[src/first_fit_extent_allocator_unit_macros.svh]
// Assertion macros shared by the extent allocator RTL.
`ifndef FIRST_FIT_EXTENT_ALLOCATOR_UNIT_MACROS_SVH
`define FIRST_FIT_EXTENT_ALLOCATOR_UNIT_MACROS_SVH
`ifndef SYNTHESIS
`define FFEA_ASSERT(label, clk, rst, prop, msg) \
   label: assert property (@(posedge clk) disable iff (rst) (prop)) else $error(msg);
`define FFEA_ASSERT_IMP(label, clk, rst, ante, cons, msg) \
   label: assert property (@(posedge clk) disable iff (rst) (ante) |-> (cons)) else $error(msg);
`define FFEA_ASSERT_NXT(label, clk, rst, ante, cons, msg) \
   label: assert property (@(posedge clk) disable iff (rst) (ante) |=> (cons)) else $error(msg);
`else
`define FFEA_ASSERT(label, clk, rst, prop, msg)
`define FFEA_ASSERT_IMP(label, clk, rst, ante, cons, msg)
`define FFEA_ASSERT_NXT(label, clk, rst, ante, cons, msg)
`endif
`endif

[src/ffea_pkg.sv]
// Package: sizes, codes and interface types of the extent allocator.
`timescale 1ns / 1ps
`default_nettype none
package ffea_pkg;

   localparam int NUM_ENTRIES  = 64;
   localparam int ENTRY_IDX_W  = $clog2(NUM_ENTRIES);
   localparam int SECTOR_BYTES = 512;
   localparam int SECTOR_SHIFT = $clog2(SECTOR_BYTES);

   localparam int OP_W    = 2;
   localparam int IDX_W   = 6;
   localparam int SECT_W  = 16;
   localparam int LEN_W   = 24;
   localparam int STS_W   = 2;
   localparam int NEED_W  = LEN_W - SECTOR_SHIFT + 1;
   localparam int CAND_W  = SECT_W + 1;
   localparam int LIM_W   = SECT_W + 2;
   localparam int CSR_IDX_W = 2;

   localparam logic [OP_W-1:0] OP_LOAD   = 2'd0;
   localparam logic [OP_W-1:0] OP_CLEAR  = 2'd1;
   localparam logic [OP_W-1:0] OP_RESIZE = 2'd2;
   localparam logic [OP_W-1:0] OP_NOP    = 2'd3;

   localparam logic [STS_W-1:0] STS_OK      = 2'd0;
   localparam logic [STS_W-1:0] STS_INVALID = 2'd1;
   localparam logic [STS_W-1:0] STS_NO_RUN  = 2'd2;

   localparam logic [CSR_IDX_W-1:0] CSR_REGION_FIRST = 2'd0;
   localparam logic [CSR_IDX_W-1:0] CSR_REGION_END   = 2'd1;
   localparam logic [CSR_IDX_W-1:0] CSR_MAX_BYTES    = 2'd2;

   localparam logic [SECT_W-1:0] REGION_FIRST_RESET = 16'd4096;
   localparam logic [SECT_W-1:0] REGION_END_RESET   = 16'd32768;
   localparam logic [LEN_W-1:0]  MAX_BYTES_RESET    = 24'd1048576;

   typedef struct packed {
      logic init;
      logic eval;
      logic clr_hit;
   } fit_ctl_type;

   typedef struct packed {
      logic              fail;
      logic              hit;
      logic [SECT_W-1:0] run_start;
   } fit_sts_type;

endpackage
`default_nettype wire

[src/ffea_table.sv]
// Extent table: start/count memory with per-entry valid flops.
`timescale 1ns / 1ps
`default_nettype none
module ffea_table (
   input  logic                              clock,
   input  logic                              reset,
   input  logic [ffea_pkg::ENTRY_IDX_W-1:0]  rd_addr,
   output logic                              rd_valid,
   output logic [ffea_pkg::SECT_W-1:0]       rd_start,
   output logic [ffea_pkg::SECT_W-1:0]       rd_count,
   input  logic                              wr_en,
   input  logic [ffea_pkg::ENTRY_IDX_W-1:0]  wr_addr,
   input  logic                              wr_valid,
   input  logic [ffea_pkg::SECT_W-1:0]       wr_start,
   input  logic [ffea_pkg::SECT_W-1:0]       wr_count
);
   import ffea_pkg::*;

   logic [NUM_ENTRIES-1:0]  valid_ff;
   logic [2*SECT_W-1:0]     mem_ff [NUM_ENTRIES];
   logic [2*SECT_W-1:0]     rd_data_ff;
   logic                    rd_valid_ff;

   always_ff @(posedge clock) begin
      if (reset) begin
         valid_ff <= '0;
      end else if (wr_en) begin
         valid_ff[wr_addr] <= wr_valid;
      end
   end

   always_ff @(posedge clock) begin
      if (wr_en) begin
         mem_ff[wr_addr] <= {wr_start, wr_count};
      end
      rd_data_ff <= mem_ff[rd_addr];
   end

   always_ff @(posedge clock) begin
      if (reset) begin
         rd_valid_ff <= 1'b0;
      end else begin
         rd_valid_ff <= valid_ff[rd_addr];
      end
   end

   // invalid entries read as empty
   assign rd_valid = rd_valid_ff;
   assign rd_start = rd_valid_ff ? rd_data_ff[2*SECT_W-1:SECT_W] : '0;
   assign rd_count = rd_valid_ff ? rd_data_ff[SECT_W-1:0] : '0;

endmodule
`default_nettype wire

[src/ffea_fit_unit.sv]
// First-fit candidate unit: one overlap test and candidate bump per entry.
`timescale 1ns / 1ps
`default_nettype none
`include "first_fit_extent_allocator_unit_macros.svh"
module ffea_fit_unit (
   input  logic                         clock,
   input  logic                         reset,
   input  ffea_pkg::fit_ctl_type        ctl,
   input  logic [ffea_pkg::SECT_W-1:0]  region_first,
   input  logic [ffea_pkg::SECT_W-1:0]  region_end,
   input  logic [ffea_pkg::NEED_W-1:0]  need,
   input  logic [ffea_pkg::SECT_W-1:0]  ent_start,
   input  logic [ffea_pkg::SECT_W-1:0]  ent_count,
   output ffea_pkg::fit_sts_type        sts
);
   import ffea_pkg::*;

   logic [CAND_W-1:0] cand_ff, cand_in;
   logic [LIM_W-1:0]  lim_ff, lim_in;
   logic              hit_ff, hit_in;
   logic [CAND_W-1:0] ent_end;
   logic [CAND_W-1:0] base;
   logic [LIM_W-1:0]  sum;
   logic              overlap;

   assign ent_end = CAND_W'(ent_start) + CAND_W'(ent_count);
   assign overlap = (LIM_W'(ent_start) < lim_ff) && (ent_end > cand_ff);
   assign base    = ctl.init ? CAND_W'(region_first) : ent_end;
   assign sum     = LIM_W'(base) + LIM_W'(need);

   always_comb begin
      cand_in = cand_ff;
      lim_in  = lim_ff;
      hit_in  = hit_ff;
      if (ctl.init) begin
         cand_in = base;
         lim_in  = sum;
         hit_in  = 1'b0;
      end else begin
         if (ctl.clr_hit) begin
            hit_in = 1'b0;
         end
         // skip the candidate past the blocking extent
         if (ctl.eval && overlap) begin
            cand_in = ent_end;
            lim_in  = sum;
            hit_in  = 1'b1;
         end
      end
   end

   always_ff @(posedge clock) begin
      cand_ff <= cand_in;
      lim_ff  <= lim_in;
   end

   always_ff @(posedge clock) begin
      if (reset) begin
         hit_ff <= 1'b0;
      end else begin
         hit_ff <= hit_in;
      end
   end

   assign sts.fail      = lim_ff > LIM_W'(region_end);
   assign sts.hit       = hit_ff;
   assign sts.run_start = cand_ff[SECT_W-1:0];

   `FFEA_ASSERT_NXT(a_cand_monotonic, clock, reset, ctl.eval && !ctl.init, cand_ff >= $past(cand_ff), "fit candidate moved backward")
   `FFEA_ASSERT_NXT(a_hit_on_bump, clock, reset, ctl.eval && !ctl.init && overlap, hit_ff, "candidate bump not flagged")

endmodule
`default_nettype wire

[src/first_fit_extent_allocator_unit.sv]
// Top level: first-fit extent allocator with table, fit unit and sequencer.
//
//   channel   ports                         handshake
//   request   req_op .. req_byte_length     start high while busy low
//   response  rsp_status .. rsp_freed_*     rsp_valid, one cycle, no stall
//   config    csr_wr_en/index/wr_data       write on csr_wr_en, no wait
//
// Load, clear, no-op and any request on an invalid entry go from accept
// to the response strobe through a table read and a decide step; a resize
// that stays in place or drops to empty adds a commit step. A resize that
// must relocate runs a first-fit search: each sweep reads one table entry
// per cycle through the single fit unit, repeated until a sweep moves the
// candidate no further or the candidate no longer fits below the region
// end; at most NUM_ENTRIES sweeps. Reset is synchronous; it clears the
// sequencer, the valid flops and the config registers. The response side
// cannot stall, so busy drops as soon as the response register loads.
`timescale 1ns / 1ps
`default_nettype none
`include "first_fit_extent_allocator_unit_macros.svh"
module first_fit_extent_allocator_unit (
   input  logic                            clock,
   input  logic                            reset,
   input  logic                            start,
   output logic                            busy,
   input  logic [ffea_pkg::OP_W-1:0]       req_op,
   input  logic [ffea_pkg::IDX_W-1:0]      req_entry_index,
   input  logic [ffea_pkg::SECT_W-1:0]     req_load_start,
   input  logic [ffea_pkg::SECT_W-1:0]     req_load_sectors,
   input  logic [ffea_pkg::LEN_W-1:0]      req_byte_length,
   output logic                            rsp_valid,
   output logic [ffea_pkg::STS_W-1:0]      rsp_status,
   output logic [ffea_pkg::SECT_W-1:0]     rsp_extent_start,
   output logic [ffea_pkg::SECT_W-1:0]     rsp_extent_sectors,
   output logic [ffea_pkg::LEN_W-1:0]      rsp_stored_length,
   output logic                            rsp_moved,
   output logic [ffea_pkg::SECT_W-1:0]     rsp_freed_start,
   output logic [ffea_pkg::SECT_W-1:0]     rsp_freed_sectors,
   input  logic                            csr_wr_en,
   input  logic [ffea_pkg::CSR_IDX_W-1:0]  csr_index,
   input  logic [ffea_pkg::LEN_W-1:0]      csr_wr_data
);
   import ffea_pkg::*;

   typedef enum logic [4:0] {
      S_IDLE   = 5'b00001,
      S_FETCH  = 5'b00010,
      S_DECIDE = 5'b00100,
      S_SCAN   = 5'b01000,
      S_COMMIT = 5'b10000
   } state_type;

   // configuration registers
   logic [SECT_W-1:0] region_first_ff;
   logic [SECT_W-1:0] region_end_ff;
   logic [LEN_W-1:0]  max_bytes_ff;

   // sequencer and request context
   state_type              state_ff, state_in;
   logic [OP_W-1:0]        op_ff, op_in;
   logic [ENTRY_IDX_W-1:0] self_ff, self_in;
   logic                   in_range_ff, in_range_in;
   logic [SECT_W-1:0]      ld_start_ff, ld_start_in;
   logic [SECT_W-1:0]      ld_count_ff, ld_count_in;
   logic [LEN_W-1:0]       len_ff, len_in;
   logic [NEED_W-1:0]      need_ff, need_in;
   logic [SECT_W-1:0]      old_ff, old_in;
   logic [SECT_W-1:0]      cur_ff, cur_in;
   logic [SECT_W-1:0]      ns_ff, ns_in;
   logic                   ok_ff, ok_in;

   // sweep control
   logic [ENTRY_IDX_W:0]   issue_cnt_ff, issue_cnt_in;
   logic                   pend_ff, pend_in;
   logic [ENTRY_IDX_W-1:0] pend_idx_ff, pend_idx_in;
   logic                   sweep_done;

   // response register
   logic                   rsp_valid_ff;
   logic [STS_W-1:0]       rsp_status_ff, r_status;
   logic [SECT_W-1:0]      rsp_start_ff, r_start;
   logic [SECT_W-1:0]      rsp_count_ff, r_count;
   logic [LEN_W-1:0]       rsp_len_ff, r_len;
   logic                   rsp_moved_ff, r_moved;
   logic [SECT_W-1:0]      rsp_fstart_ff, r_fstart;
   logic [SECT_W-1:0]      rsp_fcount_ff, r_fcount;
   logic                   resp_fire;

   // table and fit unit hookup
   logic [ENTRY_IDX_W-1:0] rd_addr;
   logic                   rd_valid;
   logic [SECT_W-1:0]      rd_start, rd_count;
   logic                   wr_en, wr_valid;
   logic [SECT_W-1:0]      wr_start, wr_count;
   fit_ctl_type            fit_ctl;
   fit_sts_type            fit_sts;

   logic                   accept;
   logic [LEN_W:0]         len_round;
   logic                   resize_moved;

   assign busy   = (state_ff != S_IDLE);
   assign accept = start && !busy;

   // configuration writes; index 3 is ignored
   always_ff @(posedge clock) begin
      if (reset) begin
         region_first_ff <= REGION_FIRST_RESET;
         region_end_ff   <= REGION_END_RESET;
         max_bytes_ff    <= MAX_BYTES_RESET;
      end else if (csr_wr_en) begin
         case (csr_index)
            CSR_REGION_FIRST: region_first_ff <= csr_wr_data[SECT_W-1:0];
            CSR_REGION_END:   region_end_ff   <= csr_wr_data[SECT_W-1:0];
            CSR_MAX_BYTES:    max_bytes_ff    <= csr_wr_data;
            default: ;
         endcase
      end
   end

   ffea_table u_table (
      .clock    (clock),
      .reset    (reset),
      .rd_addr  (rd_addr),
      .rd_valid (rd_valid),
      .rd_start (rd_start),
      .rd_count (rd_count),
      .wr_en    (wr_en),
      .wr_addr  (self_ff),
      .wr_valid (wr_valid),
      .wr_start (wr_start),
      .wr_count (wr_count)
   );

   ffea_fit_unit u_fit (
      .clock        (clock),
      .reset        (reset),
      .ctl          (fit_ctl),
      .region_first (region_first_ff),
      .region_end   (region_end_ff),
      .need         (need_ff),
      .ent_start    (rd_start),
      .ent_count    (rd_count),
      .sts          (fit_sts)
   );

   // round the clamped length up to whole sectors
   assign len_round  = {1'b0, len_ff} + (LEN_W + 1)'(SECTOR_BYTES - 1);
   assign sweep_done = (issue_cnt_ff == (ENTRY_IDX_W + 1)'(NUM_ENTRIES)) && !pend_ff;

   // a relocation from a nonzero older start
   assign resize_moved = (need_ff != '0) && (old_ff != '0) && (old_ff != ns_ff);

   always_comb begin
      state_in     = state_ff;
      op_in        = op_ff;
      self_in      = self_ff;
      in_range_in  = in_range_ff;
      ld_start_in  = ld_start_ff;
      ld_count_in  = ld_count_ff;
      len_in       = len_ff;
      need_in      = need_ff;
      old_in       = old_ff;
      cur_in       = cur_ff;
      ns_in        = ns_ff;
      ok_in        = ok_ff;
      issue_cnt_in = issue_cnt_ff;
      pend_in      = 1'b0;
      pend_idx_in  = pend_idx_ff;
      rd_addr      = self_ff;
      wr_en        = 1'b0;
      wr_valid     = 1'b0;
      wr_start     = '0;
      wr_count     = '0;
      fit_ctl      = '0;
      resp_fire    = 1'b0;
      r_status     = STS_OK;
      r_start      = '0;
      r_count      = '0;
      r_len        = '0;
      r_moved      = 1'b0;
      r_fstart     = '0;
      r_fcount     = '0;

      case (state_ff)
         S_IDLE: begin
            if (accept) begin
               op_in       = req_op;
               self_in     = ENTRY_IDX_W'(req_entry_index);
               in_range_in = int'(req_entry_index) < NUM_ENTRIES;
               ld_start_in = req_load_start;
               ld_count_in = req_load_sectors;
               // clamp to the byte limit up front
               len_in      = (req_byte_length > max_bytes_ff) ? max_bytes_ff
                                                              : req_byte_length;
               state_in    = S_FETCH;
            end
         end

         S_FETCH: begin
            // table read of the addressed entry is in flight
            need_in  = NEED_W'(len_round >> SECTOR_SHIFT);
            state_in = S_DECIDE;
         end

         S_DECIDE: begin
            old_in   = rd_start;
            cur_in   = rd_count;
            state_in = S_IDLE;
            if (!in_range_ff) begin
               resp_fire = 1'b1;
               r_status  = (op_ff == OP_NOP) ? STS_OK : STS_INVALID;
            end else begin
               case (op_ff)
                  OP_LOAD: begin
                     wr_en     = 1'b1;
                     wr_valid  = 1'b1;
                     wr_start  = ld_start_ff;
                     wr_count  = ld_count_ff;
                     resp_fire = 1'b1;
                     r_start   = ld_start_ff;
                     r_count   = ld_count_ff;
                  end
                  OP_NOP: begin
                     resp_fire = 1'b1;
                     r_start   = rd_start;
                     r_count   = rd_count;
                  end
                  default: begin
                     if (!rd_valid) begin
                        resp_fire = 1'b1;
                        r_status  = STS_INVALID;
                        r_start   = rd_start;
                        r_count   = rd_count;
                     end else if (op_ff == OP_CLEAR) begin
                        wr_en     = 1'b1;
                        resp_fire = 1'b1;
                        if ((rd_start != '0) && (rd_count != '0)) begin
                           r_fstart = rd_start;
                           r_fcount = rd_count;
                        end
                     end else if ((need_ff == '0) ||
                                  ((rd_start != '0) &&
                                   (LIM_W'(rd_count) >= LIM_W'(need_ff)))) begin
                        // shrink or keep in place, or drop to empty
                        ns_in    = (need_ff == '0) ? '0 : rd_start;
                        ok_in    = 1'b1;
                        state_in = S_COMMIT;
                     end else begin
                        // relocate: start a first-fit search
                        fit_ctl.init = 1'b1;
                        issue_cnt_in = '0;
                        state_in     = S_SCAN;
                     end
                  end
               endcase
            end
         end

         S_SCAN: begin
            fit_ctl.eval = pend_ff && (pend_idx_ff != self_ff) && rd_valid &&
                           (rd_count != '0);
            if (fit_sts.fail) begin
               ok_in    = 1'b0;
               state_in = S_COMMIT;
            end else if (sweep_done) begin
               if (fit_sts.hit) begin
                  // candidate moved this sweep: check every entry again
                  issue_cnt_in    = '0;
                  fit_ctl.clr_hit = 1'b1;
               end else begin
                  ok_in    = 1'b1;
                  ns_in    = fit_sts.run_start;
                  state_in = S_COMMIT;
               end
            end else if (issue_cnt_ff != (ENTRY_IDX_W + 1)'(NUM_ENTRIES)) begin
               rd_addr      = issue_cnt_ff[ENTRY_IDX_W-1:0];
               pend_in      = 1'b1;
               pend_idx_in  = issue_cnt_ff[ENTRY_IDX_W-1:0];
               issue_cnt_in = issue_cnt_ff + 1'b1;
            end
         end

         S_COMMIT: begin
            resp_fire = 1'b1;
            r_len     = len_ff;
            state_in  = S_IDLE;
            if (!ok_ff) begin
               r_status = STS_NO_RUN;
               r_start  = old_ff;
               r_count  = cur_ff;
            end else begin
               wr_en    = 1'b1;
               wr_valid = 1'b1;
               wr_start = ns_ff;
               wr_count = SECT_W'(need_ff);
               r_start  = ns_ff;
               r_count  = SECT_W'(need_ff);
               r_moved  = resize_moved;
               if (need_ff == '0) begin
                  if ((old_ff != '0) && (cur_ff != '0)) begin
                     r_fstart = old_ff;
                     r_fcount = cur_ff;
                  end
               end else if (resize_moved) begin
                  r_fstart = old_ff;
                  r_fcount = cur_ff;
               end else if ((LIM_W'(cur_ff) > LIM_W'(need_ff)) && (ns_ff != '0)) begin
                  // release the tail beyond the new size
                  r_fstart = SECT_W'(LIM_W'(ns_ff) + LIM_W'(need_ff));
                  r_fcount = SECT_W'(LIM_W'(cur_ff) - LIM_W'(need_ff));
               end
            end
         end

         default: begin
            state_in = S_IDLE;
         end
      endcase
   end

   always_ff @(posedge clock) begin
      if (reset) begin
         state_ff     <= S_IDLE;
         pend_ff      <= 1'b0;
         issue_cnt_ff <= '0;
         rsp_valid_ff <= 1'b0;
      end else begin
         state_ff     <= state_in;
         pend_ff      <= pend_in;
         issue_cnt_ff <= issue_cnt_in;
         rsp_valid_ff <= resp_fire;
      end
   end

   always_ff @(posedge clock) begin
      op_ff       <= op_in;
      self_ff     <= self_in;
      in_range_ff <= in_range_in;
      ld_start_ff <= ld_start_in;
      ld_count_ff <= ld_count_in;
      len_ff      <= len_in;
      need_ff     <= need_in;
      old_ff      <= old_in;
      cur_ff      <= cur_in;
      ns_ff       <= ns_in;
      ok_ff       <= ok_in;
      pend_idx_ff <= pend_idx_in;
      // hold the response fields until the next request completes
      if (resp_fire) begin
         rsp_status_ff <= r_status;
         rsp_start_ff  <= r_start;
         rsp_count_ff  <= r_count;
         rsp_len_ff    <= r_len;
         rsp_moved_ff  <= r_moved;
         rsp_fstart_ff <= r_fstart;
         rsp_fcount_ff <= r_fcount;
      end
   end

   assign rsp_valid          = rsp_valid_ff;
   assign rsp_status         = rsp_status_ff;
   assign rsp_extent_start   = rsp_start_ff;
   assign rsp_extent_sectors = rsp_count_ff;
   assign rsp_stored_length  = rsp_len_ff;
   assign rsp_moved          = rsp_moved_ff;
   assign rsp_freed_start    = rsp_fstart_ff;
   assign rsp_freed_sectors  = rsp_fcount_ff;

   `FFEA_ASSERT_NXT(a_accept_busy, clock, reset, start && !busy, busy, "accepted request did not raise busy")
   `FFEA_ASSERT_NXT(a_fail_commit, clock, reset, (state_ff == S_SCAN) && fit_sts.fail, (state_ff == S_COMMIT) && !ok_ff, "failed search did not reach commit")
   `FFEA_ASSERT_NXT(a_single_strobe, clock, reset, rsp_valid_ff, !rsp_valid_ff, "response strobe held longer than one cycle")
   `FFEA_ASSERT_IMP(a_rsp_idle, clock, reset, rsp_valid_ff, state_ff == S_IDLE, "response while sequencer active")
   `FFEA_ASSERT_IMP(a_issue_bound, clock, reset, state_ff == S_SCAN, issue_cnt_ff <= (ENTRY_IDX_W + 1)'(NUM_ENTRIES), "sweep counter overran the table")

endmodule
`default_nettype wire

[config.mk]
export PLATFORM = sky130hd
export DESIGN_NAME = first_fit_extent_allocator_unit
export DESIGN_NICKNAME = d
export VERILOG_FILES = /design/src/ffea_pkg.sv /design/src/ffea_table.sv /design/src/ffea_fit_unit.sv /design/src/first_fit_extent_allocator_unit.sv
export VERILOG_INCLUDE_DIRS = /design/src /design/src/src
export SDC_FILE = /design/constraint.sdc
export NUM_CORES = 2
export LEC_CHECK = 0
export ABC_AREA = 1
export BUFFER_PORTS_ARGS = -buffer_cell sky130_fd_sc_hd__buf_2
export CORE_ASPECT_RATIO = 0.8
export CORE_MARGIN = 2
export CORE_UTILIZATION = 40
export CTS_CLUSTER_SIZE = 30
export DETAILED_ROUTE_END_ITERATION = 10
export PLACE_DENSITY = 0.54
export SKIP_LAST_GASP = 1
export SYNTH_ARGS = -nofsm -noshare
export SYNTH_HDL_FRONTEND = slang
export SYNTH_HIERARCHICAL = 1
export SYNTH_SLANG_ARGS = --single-unit
[constraint.sdc]
create_clock -name clock -period 13.4 [get_ports clock]
set_clock_uncertainty 0.15 [all_clocks]
set_input_delay 1.34 -clock clock [delete_from_list [all_inputs] [get_ports clock]]
set_output_delay 1.34 -clock clock [all_outputs]
set_load 0.02 [all_outputs]
==> impl_metrics.py <==
metrics = {
    "status": {
        "status": "finished, final reports clean",
    },
    "clock_network": {
        "post-cts-setup-buffers": 0,
        "ctsHoldBuffers": 0,
        "cts_inserted_buffers": 243,
        "htreeDepth": 4,
        "cts_resized": 0,
        "cts.clk_slew.worst_paths_ns": 0.06,
        "cts_buffer_depth": 4,
        "root_buffer": "clkbuf_16",
        "cts_tree": "done",
        "clock_sinks": 2477,
        "clk_latency_ns": 0.94,
    },
    "synth": {
        "ys.warnings.count": 6,
        "ys_async_sr_fraction_pct": 0,
        "synth_area_um2": 107000,
        "synth_edf_count": 2309,
        "synth_top_cell_by_area": "edfxtp_1",
        "synth_ff_type": "edfxtp_1",
        "yosys_register_bits": 2477,
        "yosysSeqAreaShare_pct": 67.8,
        "synth_top_cell_area_share_pct": 64.7,
        "synth_area_per_cell_um2": 11.0,
        "ys_top_cells_by_count": "2855 x nand2_1, 2309 x edfxtp_1, 2135 x nand3_1, 395 x inv_1, 268 x buf_2",
        "syn-num-nets": 9977,
        "synth_cell_type_count": 68,
        "synth_area_leaders": "edfxtp_1 65%, nand2_1 10%, nand3_1 10%",
        "netlist_instances": 9723,
        "synth.most_common_cell": "nand2_1",
    },
    "detailed_routing": {
        "ant_nets": 0,
        "vias": 77200,
        "drt-initial-drc-count": 11000,
        "wire_per_inst_um": 27.9,
        "drt_wl_total_mm": 376,
        "vias_per_cell": 5.73,
        "drc_errors": 0,
        "first_pass_iters": 7,
    },
    "floorplanning": {
        "core_um2": 266000,
        "start_util_pct": 40.3,
        "std_cell_rows": 169,
        "fp.dieW_um": 583,
        "ios": 187,
        "die_area_um2": 272000,
        "die_y_um": 467,
    },
    "setup_path": {
        "r2r_cells": 25,
        "r2r-end": "u_table/rd_data_ff[14]$_DFF_P_",
        "crit_path_end_kind": "register",
        "crit_path_max_fanout": 134,
        "cp_num_buf_inv": 8,
        "r2r_start": "u_fit/lim_ff[9]$_DFFE_PP_",
        "crit_cells": 25,
        "cp_top_family": "buffers and inverters",
        "rrSetupSlack_ns": 6.04,
        "crit_top_cell": "nand3_1",
        "crit_path_max_incr_delay_ns": 0.82,
        "path_class": "reg2reg",
        "arrival_ns": 8.01,
        "crit_required_ns": 14.05,
        "cp-start-kind": "register",
        "critPathSlowestCell": "buf_4",
    },
    "pwr": {
        "finalPower_mw": 17.7,
        "irDropWorstVdd_mv": 0.125,
        "p_leak_nw": 44.4,
        "powerDensity_nw_per_um2": 148,
    },
    "timing": {
        "whs_ns": 0.319,
        "layout_setup_ws_ns": 6.04,
        "drv_slew": 0,
        "setup_tns_ns": 0,
        "finalCritPeriodShare_pct": 55.0,
        "fmax_ghz": 0.136,
        "slew_headroom_pct": 6.98,
        "worst_pin_slew_ns": 1.38,
        "rsz0062_at_grt": "false",
        "setup_viol_count_final": 0,
        "hold_viol_final": 0,
        "layout_min_cycle_time_ns": 7.36,
    },
    "placement": {
        "dp_hpwl_mm": 211,
        "place_area_um2": 112000,
        "place_ws_ns": 5.98,
        "io_buffers": 186,
        "placed_cells": 13000,
        "place_congestion": 0.931,
    },
    "flow_run": {
        "maxCapViolations": 0,
    },
    "global_route": {
        "grt_pass1_vias": 72000,
        "grt_overflow_total": 0,
        "grt_pass1_wl_mm": 532,
        "gr-usage-all-layers_pct": 27.0,
        "antenna_found_initial": 33,
        "grt_start_max_net_pins": 165,
    },
    "layout": {
        "syn_to_final_growth_pct": 11.6,
        "layout-drive-gt1-share_pct": 9.14,
        "utilization_pct": 45.0,
        "finalNonFillerCells": 13500,
        "fin_area_um2": 120000,
        "layout.nets": 10000,
    },
    "hold_path": {
        "hold_depth": 2,
        "hp-class": "reg2reg",
        "hold_end": "region_end_ff[15]$_SDFFE_PP1P_",
        "hold_start": "region_end_ff[15]$_SDFFE_PP1P_",
    },
}
==> cells in the final DEF, fill, tap and decap left out, types with 37 or more instances in the layout <==
cell / n
nand2_1: 2854
edfxtp_1: 2309
nand3_1: 2135
inv_1: 360
clkbuf_16: 246
a21oi_1: 228
nor2_1: 215
buf_2: 186
buf_4: 184
o21ai_0: 172
dfxtp_1: 167
ha_1: 156
nand4_1: 75
clkinv_1: 57
clkbuf_1: 56
inv_2: 53
xor2_1: 37
==> final cells by class <==
cell class | instances | area (µm²)
fillers | 24500 | 146000
flip-flops and latches | 2477 | 72700
multi-input cells | 6241 | 30300
clock buffers | 314 | 6530
well taps | 3505 | 4390
repair buffers | 381 | 2530
inverters | 429 | 1660
clock inverters | 132 | 1440
diodes | 6 | 15.0
==> sequential cells by signal (all words and copies together), names as in the netlist, 17 cells and up <==
signal	flops
u_table/rd_data_ff	32
u_table/valid_ff	64
max_bytes_ff	24
u_table/mem_ff	2048
u_fit/lim_ff	18
u_fit/cand_ff	17
len_ff	24
rsp_stored_length	24
==> worst max path at each step <==
stage	startpoint	end	slack, ns
5_1_grt	u_fit/lim_ff[9]$_DFFE_PP_	u_table/rd_data_ff[14]$_DFF_P_	5.60
3_3_place_gp	u_fit/lim_ff[9]$_DFFE_PP_	u_table/rd_data_ff[14]$_DFF_P_	5.84
3_5_place_dp	u_fit/lim_ff[9]$_DFFE_PP_	u_table/rd_data_ff[14]$_DFF_P_	5.98
4_1_cts	u_fit/lim_ff[9]$_DFFE_PP_	u_table/rd_data_ff[14]$_DFF_P_	6.02
2_1_floorplan	start	ld_count_ff[0]$_DFFE_PP_	8.71
6_report	u_fit/lim_ff[9]$_DFFE_PP_	u_table/rd_data_ff[14]$_DFF_P_	6.04
==> cells by family (layout without fill, tap and decap cells) <==
kind of cell / after synthesis / after routing / synth area share, %
AOI/OAI and AO/OA: 591 / 591 / 3.16
and+or+nand+nor: 5435 / 5435 / 22.1
adders and majority gates: 160 / 160 / 1.90
DFF: 2477 / 2477 / 67.8
other: 0 / 6 / 0
buffers and inverters: 1005 / 1256 / 4.51
xor gates and xnor gates: 55 / 55 / 0.463
==> worst min-delay path, stage by stage (launching register included) <==
cell and delay, ns:
dfxtp_1 0.33, nand2_1 0.05, nand3_1 0.06
==> per-layer routing <==
layer,vias to the layer above,part of all wire [%],global-route usage (%)
met5,-,0.019,0
met4,12,2.9,7.71
met3,581,11,5.39
met2,3986,43,40.0
met1,38400,43,40.0
li1,34200,-,-
==> power breakdown <==
part           internal (mW)  switching [mW]
Sequential              8.44           0.102
Clock                   4.00            3.01
Combinational          0.544            1.61
Power figures use the tool's default switching activity.
